[src/sv/hsfc_pkg.sv]
// Shared types, constants and helpers for the header sync frame checker.
`timescale 1ns / 1ps

package hsfc_pkg;

    // Longest sync header the hunter matches.
    localparam int MAX_HEADER = 4;

    // Configuration register indexes.
    localparam logic [2:0] REG_HEADER_BYTES = 3'd0;
    localparam logic [2:0] REG_HEADER_LEN   = 3'd1;
    localparam logic [2:0] REG_FRAME_LEN    = 3'd2;
    localparam logic [2:0] REG_CHECK_ENABLE = 3'd3;
    localparam logic [2:0] REG_SUM_START    = 3'd4;
    localparam logic [2:0] REG_SUM_END      = 3'd5;
    localparam logic [2:0] REG_CHECK_INDEX  = 3'd6;

    // Live configuration.
    typedef struct packed {
        logic [31:0] header_bytes;
        logic [2:0]  header_len;
        logic [6:0]  frame_len;
        logic        check_enable;
        logic [5:0]  sum_start;
        logic [5:0]  sum_end;
        logic [5:0]  check_index;
    } cfg_t;

    // Completed frame handed from front to back.
    typedef struct packed {
        logic       bank;
        logic [6:0] fl;
    } cmd_t;

    // Frame buffer write from the front.
    typedef struct packed {
        logic       en;
        logic       bank;
        logic [5:0] idx;
        logic [7:0] data;
    } wr_t;

    // Bank handed back once its frame is fully emitted.
    typedef struct packed {
        logic en;
        logic bank;
    } rel_t;

    // Command queue status.
    typedef struct packed {
        logic valid;
        logic full;
    } q_stat_t;

    // Header byte k; bytes beyond the fourth match zero.
    function automatic logic [7:0] hdr_byte(input logic [31:0] hb, input logic [2:0] k);
        logic [31:0] sh;
        sh = hb >> {k[1:0], 3'b000};
        return k[2] ? 8'd0 : sh[7:0];
    endfunction

endpackage

[src/sv/hsfc_back.sv]
// Back end: frame buffer, checksum sequencer, frame replay and output register.
`timescale 1ns / 1ps

module hsfc_back #(
    parameter int MAX_FRAME = 64
)
(
    input  logic              clk,
    input  logic              rst_n,
    input  hsfc_pkg::cfg_t    cfg,
    input  hsfc_pkg::wr_t     wr,
    input  hsfc_pkg::q_stat_t q_stat,
    input  hsfc_pkg::cmd_t    q_cmd,
    output logic              q_pop,
    output hsfc_pkg::rel_t    rel,
    output logic              out_valid,
    input  logic              out_ready,
    output logic [7:0]        frame_byte,
    output logic [5:0]        byte_index,
    output logic              last_byte,
    output logic              frame_good,
    output logic [31:0]       good_count,
    output logic [31:0]       bad_count
);

    localparam int AW    = $clog2(MAX_FRAME);
    localparam int DEPTH = 2 * (1 << AW);

    localparam logic [2:0] ST_IDLE     = 3'd0;
    localparam logic [2:0] ST_CHECK    = 3'd1;
    localparam logic [2:0] ST_SUM      = 3'd2;
    localparam logic [2:0] ST_DRAIN    = 3'd3;
    localparam logic [2:0] ST_DECIDE   = 3'd4;
    localparam logic [2:0] ST_PLAY_RD  = 3'd5;
    localparam logic [2:0] ST_PLAY_OUT = 3'd6;
    localparam logic [2:0] ST_REJECT   = 3'd7;

    logic [7:0]  frame_mem [0:DEPTH-1];
    logic [7:0]  rd_data_reg;
    logic [AW:0] rd_addr;
    logic [5:0]  rd_idx;

    logic [2:0]  state_reg;
    logic [2:0]  state_next;
    logic        bank_reg;
    logic        bank_next;
    logic [6:0]  fl_reg;
    logic [6:0]  fl_next;
    logic [5:0]  idx_reg;
    logic [5:0]  idx_next;
    logic [7:0]  sum_reg;
    logic [7:0]  sum_next;
    logic [7:0]  chk_reg;
    logic [7:0]  chk_next;
    logic        rdv_reg;
    logic        rdv_next;
    logic        rdm_reg;
    logic        rdm_next;
    logic        chk_pend_reg;
    logic        chk_pend_next;
    logic [31:0] good_reg;
    logic [31:0] good_next;
    logic [31:0] bad_reg;
    logic [31:0] bad_next;

    logic        out_valid_reg;
    logic        out_valid_next;
    logic [7:0]  out_byte_reg;
    logic [5:0]  out_idx_reg;
    logic        out_last_reg;
    logic        out_good_reg;
    logic [31:0] out_gcnt_reg;
    logic [31:0] out_bcnt_reg;

    logic        out_free;
    logic        load;
    logic [7:0]  ld_byte;
    logic [5:0]  ld_idx;
    logic        ld_last;
    logic        ld_good;

    // Pick the read index for the sequencer
    assign rd_idx  = (state_reg == ST_CHECK) ? cfg.check_index : idx_reg;
    assign rd_addr = {bank_reg, rd_idx[AW-1:0]};

    // Frame buffer: one write port from the front, one registered read port
    always_ff @(posedge clk)
    begin
        if (wr.en)
        begin
            frame_mem[{wr.bank, wr.idx[AW-1:0]}] <= wr.data;
        end
        rd_data_reg <= frame_mem[rd_addr];
    end

    assign out_free = !out_valid_reg || out_ready;

    // Sequence checksum, decision and replay
    always_comb
    begin
        state_next    = state_reg;
        bank_next     = bank_reg;
        fl_next       = fl_reg;
        idx_next      = idx_reg;
        sum_next      = sum_reg;
        chk_next      = chk_reg;
        rdv_next      = 1'b0;
        rdm_next      = 1'b0;
        chk_pend_next = 1'b0;
        good_next     = good_reg;
        bad_next      = bad_reg;
        q_pop         = 1'b0;
        rel.en        = 1'b0;
        rel.bank      = bank_reg;
        load          = 1'b0;
        ld_byte       = rd_data_reg;
        ld_idx        = idx_reg;
        ld_last       = 1'b0;
        ld_good       = 1'b1;

        // Fold in read data; bytes past the frame count as zero
        if (rdv_reg)
        begin
            sum_next = sum_reg + (rdm_reg ? rd_data_reg : 8'd0);
        end
        if (chk_pend_reg)
        begin
            chk_next = rdm_reg ? rd_data_reg : 8'd0;
        end

        case (state_reg)
            ST_IDLE:
            begin
                if (q_stat.valid)
                begin
                    q_pop      = 1'b1;
                    bank_next  = q_cmd.bank;
                    fl_next    = q_cmd.fl;
                    sum_next   = 8'd0;
                    chk_next   = 8'd0;
                    state_next = cfg.check_enable ? ST_CHECK : ST_DECIDE;
                end
            end
            ST_CHECK:
            begin
                chk_pend_next = 1'b1;
                rdm_next      = ({1'b0, cfg.check_index} < fl_reg);
                idx_next      = cfg.sum_start;
                state_next    = (cfg.sum_start > cfg.sum_end) ? ST_DRAIN : ST_SUM;
            end
            ST_SUM:
            begin
                rdv_next = 1'b1;
                rdm_next = ({1'b0, idx_reg} < fl_reg);
                if (idx_reg == cfg.sum_end)
                begin
                    state_next = ST_DRAIN;
                end
                else
                begin
                    idx_next = idx_reg + 6'd1;
                end
            end
            ST_DRAIN:
            begin
                state_next = ST_DECIDE;
            end
            ST_DECIDE:
            begin
                if (!cfg.check_enable || (sum_reg == chk_reg))
                begin
                    good_next  = good_reg + 32'd1;
                    idx_next   = 6'd0;
                    state_next = ST_PLAY_RD;
                end
                else
                begin
                    bad_next   = bad_reg + 32'd1;
                    state_next = ST_REJECT;
                end
            end
            ST_PLAY_RD:
            begin
                state_next = ST_PLAY_OUT;
            end
            ST_PLAY_OUT:
            begin
                if (out_free)
                begin
                    load    = 1'b1;
                    ld_last = (({1'b0, idx_reg} + 7'd1) == fl_reg);
                    if (ld_last)
                    begin
                        rel.en     = 1'b1;
                        state_next = ST_IDLE;
                    end
                    else
                    begin
                        idx_next   = idx_reg + 6'd1;
                        state_next = ST_PLAY_RD;
                    end
                end
            end
            ST_REJECT:
            begin
                if (out_free)
                begin
                    load       = 1'b1;
                    ld_byte    = 8'd0;
                    ld_idx     = 6'd0;
                    ld_last    = 1'b1;
                    ld_good    = 1'b0;
                    rel.en     = 1'b1;
                    state_next = ST_IDLE;
                end
            end
            default:
            begin
                state_next = ST_IDLE;
            end
        endcase

        // Fill or drain the output register
        out_valid_next = out_valid_reg;
        if (load)
        begin
            out_valid_next = 1'b1;
        end
        else if (out_ready)
        begin
            out_valid_next = 1'b0;
        end
    end

    always_ff @(posedge clk or negedge rst_n)
    begin
        if (!rst_n)
        begin
            state_reg     <= ST_IDLE;
            rdv_reg       <= 1'b0;
            chk_pend_reg  <= 1'b0;
            good_reg      <= 32'd0;
            bad_reg       <= 32'd0;
            out_valid_reg <= 1'b0;
        end
        else
        begin
            state_reg     <= state_next;
            rdv_reg       <= rdv_next;
            chk_pend_reg  <= chk_pend_next;
            good_reg      <= good_next;
            bad_reg       <= bad_next;
            out_valid_reg <= out_valid_next;
        end
    end

    // Working payload
    always_ff @(posedge clk)
    begin
        bank_reg <= bank_next;
        fl_reg   <= fl_next;
        idx_reg  <= idx_next;
        sum_reg  <= sum_next;
        chk_reg  <= chk_next;
        rdm_reg  <= rdm_next;
        if (load)
        begin
            out_byte_reg <= ld_byte;
            out_idx_reg  <= ld_idx;
            out_last_reg <= ld_last;
            out_good_reg <= ld_good;
            out_gcnt_reg <= good_reg;
            out_bcnt_reg <= bad_reg;
        end
    end

    assign out_valid  = out_valid_reg;
    assign frame_byte = out_byte_reg;
    assign byte_index = out_idx_reg;
    assign last_byte  = out_last_reg;
    assign frame_good = out_good_reg;
    assign good_count = out_gcnt_reg;
    assign bad_count  = out_bcnt_reg;

endmodule

[config.mk]
export PLATFORM = sky130hd
export DESIGN_NAME = hsfc_back
export DESIGN_NICKNAME = d
export VERILOG_FILES = /design/src/sv/hsfc_pkg.sv /design/src/sv/hsfc_back.sv
export SDC_FILE = /design/constraint.sdc
export NUM_CORES = 2
export LEC_CHECK = 0
export BUFFER_PORTS_ARGS = -buffer_cell sky130_fd_sc_hd__buf_2
export CAP_MARGIN = 20
export CORE_AREA = 4 4 286 316
export DETAILED_ROUTE_END_ITERATION = 8
export DIE_AREA = 0 0 290 320
export PLACE_DENSITY = 0.79
export SYNTH_ARGS = -nofsm -noshare
export SYNTH_HDL_FRONTEND = slang
export SYNTH_SLANG_ARGS = --single-unit
[constraint.sdc]
create_clock -name clk -period 4.52 [get_ports clk]
set_clock_uncertainty 0.2 [all_clocks]
set_input_delay 0.452 -clock clk [delete_from_list [all_inputs] [get_ports clk]]
set_output_delay 0.452 -clock clk [all_outputs]
set_load 0.005 [all_outputs]
==> impl_results.rst <==
.. list-table::
   :header-rows: 1

   * - Metric
     - Value
   * - Most frequent standard cell in the layout excluding fill and tap cells
     - sky130_fd_sc_hd__edfxtp_1
   * - Portion of total power attributed to sequential cells
     - 0.395
   * - Result of the run
     - finished clean
   * - Worst path cell trace
     - or3b_1, inv_4, mux2_8, nand2_1, buf_4, a21oi_1, a2111oi_0, a22oi_1, o311a_1
   * - Type of origin of the critical path
     - flop
   * - Post-detailed-route DRC marker count
     - 0
   * - Share of flip-flops with an asynchronous set or reset after synthesis
     - 0.0577
   * - Buffer cell driving the clock tree root
     - sky130_fd_sc_hd__clkbuf_16
   * - Post-synthesis to final-layout area growth
     - 13.6%
   * - Simple logic cell fraction of the synthesized area
     - 0.112
   * - Clock network latency to the later pin of the worst-skew pair
     - roughly 0.7 ns
   * - Type of the tightest min-delay check
     - in2reg
   * - Number of different library cells in the post-synthesis netlist
     - between 60 and 70
   * - Overall power consumption
     - 33400 uW
   * - Final Routed Wirelength
     - 116 mm
   * - Initial antenna violation count
     - 7
   * - Initial Util
     - 0.554
   * - Power Dens Cells
     - 607 mW/mm^2
   * - DIE AREA
     - approximately 0.093 sq mm
   * - # Post-CTS Setup Buffers
     - 0
   * - Global-route wire length before repair
     - 176 mm
   * - Number of violations of the max-capacitance limit
     - 0
   * - Number of endpoints with negative hold slack in the final report
     - 0
   * - Crit Path Class
     - reg2reg
   * - Static leakage
     - 0.0192 uW
   * - Standard-cell row count
     - 114
   * - First-pass iteration count of the detailed router
     - 6
   * - Vias in the first global route
     - 28905
   * - Top FF cell, synth
     - sky130_fd_sc_hd__edfxtp_1
   * - Internal reg-to-reg setup slack
     - 0.29 ns
   * - Area taken by multi-input logic gates
     - approximately 0.012 sq mm
   * - Startpoint of the most critical setup path
     - state_reg[2]$_DFFE_PN0P_
   * - Warnings from Yosys
     - 0
   * - Clock buffer depth
     - 3
   * - Seq/Total Area, Yosys
     - 0.740
   * - Average detailed-routed wire length per instance
     - ~24 um
   * - Critical path arrival
     - between 4 and 5 ns
   * - Capturing point of the worst reg2reg path
     - rd_data_reg[1]$_DFF_P_
   * - Number of fillers in the final layout
     - about 5900
   * - CTS tree
     - built
   * - Hold Path Cell Cnt
     - 1
   * - Critical-path maximum fanout
     - 63
   * - Timing endpoint of the critical path
     - rd_data_reg[1]$_DFF_P_
   * - Share of power burned in the clock network
     - 0.288
   * - Area fraction in compound gates after synthesis
     - 0.0382
   * - Total via count in the routed design
     - around 29000
   * - Required time reported for the critical path endpoint
     - 4.89 ns
   * - Die Height
     - about 320 um
   * - Vias per cell
     - 6.12
   * - Transition time of the tightest slew-check pin
     - 1.15 ns
   * - Worst-case vdd ir drop
     - between 0.4 and 0.5 mV
   * - Non-filler cells, final
     - approximately 4700
   * - Post-synthesis adder-cell area fraction
     - 0.00740
   * - Maximum single-stage delay on the critical path
     - 0.79 ns
   * - Dominant combinational cell family by area after synthesis
     - simple AND/OR/NAND/NOR gates
   * - Flip-flop count of the largest register, all copies and words added
     - about 1000
   * - Synthesized netlist cell count
     - about 3200
   * - Half-perimeter wire length after placement
     - between 70 and 80 mm
   * - Post-route minimum period
     - ~4.2 ns
   * - Chip width
     - approximately 290 um
   * - Post-Route Setup TNS
     - 0 ns
   * - Num CTS Buffers
     - between 100 and 150
   * - Tightest slew margin relative to the limit
     - 0.229
   * - Remaining number of nets flagged by the antenna check after routing
     - 0
   * - I/O pin count
     - 174
   * - Total of buffers placed on input and output ports
     - between 100 and 150
   * - Clock-pin slew on the worst setup and hold paths
     - approximately 0.060 ns
   * - Depth of the worst register-to-register path
     - 9
   * - Part of the power in combinational logic
     - 0.317
   * - Setup repair after global routing missed its margin
     - false
   * - Number of synthesized flops with an enable pin
     - between 1000 and 1500
   * - Startpoint of the most critical register-to-register path
     - state_reg[2]$_DFFE_PN0P_
   * - Most frequent cells in the layout
     - sky130_fd_sc_hd__edfxtp_1 (1118), sky130_fd_sc_hd__nand2_1 (593), sky130_fd_sc_hd__nand3_1 (299)
   * - Fraction of power spent switching nets
     - 0.336
   * - Synthesized flop and latch total
     - roughly 1200
   * - Total Nets Final
     - ~3600
   * - # setup viols final
     - 0
   * - DR iter-0 viols
     - approximately 3600
   * - Kind of end point of the critical path
     - flop
   * - Hold path startpoint
     - wr[1]
   * - Final GP Congestion
     - around 0.89
   * - Parity-gate share of the synthesized area counting xor and xnor cells
     - 0.0168
   * - # placed instances
     - approximately 4500
   * - Internal power
     - about 22000 uW
   * - Register Area
     - 0.0358 sq mm
   * - Power dissipated by switching net loads
     - between 10000 and 15000 uW
   * - Fraction of final layout cells with drive strength greater than 1
     - 0.161
   * - Max Slew Vio Count
     - 0
   * - Part of the cycle the worst path needs
     - 0.936
   * - Max Clock Freq
     - approximately 240 MHz
   * - All-Layer GR Usage
     - 0.247
   * - Largest net degree at the start of global routing
     - roughly 110
   * - Final core occ
     - 0.630
   * - Average cell area after synthesis
     - about 15 sq um
   * - Overflow left after global routing
     - 0
   * - Syn Nets
     - 3344
   * - Post-synthesis mux area share
     - 0.0641
   * - Post-Syn Area
     - 0.0484 sq mm
   * - Clock tree sinks
     - ~1200
   * - Area inside the core boundary
     - a little under 0.09 sq mm
   * - Slowest library cell on the worst path
     - sky130_fd_sc_hd__a2111oi_0
   * - H-tree levels
     - 3
[kinds of logic after synthesis]
logic type                 count (synthesis)
and+or+nand+nor                         1237
DFF                                     1213
AOI/OAI and AO/OA                        275
buffers and inverters                    191
muxes                                    189
xor gates and xnor gates                  93
adders and majority gates                 28
[critical path: cells and delay by family (launching register included)]
family          cells  cell delay, ns
buf+inv             2            0.54
flops               1            0.51
compound gates      4            1.48
simple gates        2            0.68
mux                 1            0.60
[power groups by stage]
stage	combinational [uW]	clock (uW)	sequential, uW
after floorplan	6980	0	13200
after global placement	10100	0	13400
after detailed placement	10300	0	13400
after CTS	10400	9700	13200
after global routing	11300	10200	13200
final	10600	9620	13200
[cell usage after synthesis, drive strengths merged (2+ instances only)]
library cell,instances,area [sq um]
a32oi,9,78.8
mux2,6,75.1
mux2i,89,911
and4,2,17.5
nor4,16,113
mux4,94,2120
a211oi,18,135
nand2b,8,50.1
and3,26,163
o311a,7,70.1
nor3,25,135
a21oi,90,454
nor2b,29,181
or2,4,25.0
o221ai,8,70.1
or3,2,12.5
xor2,40,350
or4,2,15.0
a311oi,8,70.1
nor2,189,712
a2111oi,21,184
a22oi,44,330
dfxtp,25,500
clkbuf,50,188
o22ai,16,100
a21o,7,52.6
xnor2,53,464
and2,9,56.3
edfxtp,1118,33600
nand3,299,1500
dfrtp,70,1750
nand2,594,2230
buf,117,736
nand4,30,188
o21ai,16,80.1
inv,24,92.6
ha,27,338
a221oi,3,26.3
a31oi,19,119
[routing by layer]
metal	part of all wire	wire length (um)	track usage	up-vias
li1	-	-	-	12657
met1	0.36	41900	0.322	14250
met2	0.49	56300	0.409	1752
met3	0.11	12400	0.0499	312
met4	0.044	5090	0.102	2
met5	0.00011	13	0	-
[layout make-up]
class | count | area share
tap | 1160 | 0.0264
inverter | 24 | 0.00168
sequential | 1213 | 0.652
clock buffer | 147 | 0.0562
antenna | 5 | 0.000228
timing repair buffer | 299 | 0.0401
multi-input combinational | 1822 | 0.211
clock inverter | 66 | 0.0127
[how the worst min path moves through the flow]
| stage | end | slack [ns] |
|---|---|---|
| global route | frame_mem[76][1]$_DFFE_PP_ | 0.009 |
| CTS | state_reg[2]$_DFFE_PN0P_ | 0.007 |
| floorplan | bad_reg[0]$_DFFE_PN0P_ | -0.04 |
| finish | frame_mem[68][1]$_DFFE_PP_ | 0.02 |
| detailed placement | good_count[9]$_DFFE_PP_ | 0.24 |
| global placement | good_count[9]$_DFFE_PP_ | 0.23 |
[metrics by stage]
step,setup slack (ns),instance area [sq um],hold slack [ns]
floorplan,1.03,48400,-0.0436
global placement,0.601,50900,0.232
detailed placement,0.507,50900,0.244
CTS,0.369,54800,0.00659
global route,0.153,55000,0.00880
finish,0.291,55000,0.0154
[what timing repair did]
item | in CTS | in global routing
hold buffers | 18 | 0
endpoints found under the hold margin | 87 | 0
resized for setup | 0 | 0
No activity file was read; power rests on OpenSTA's default activity.
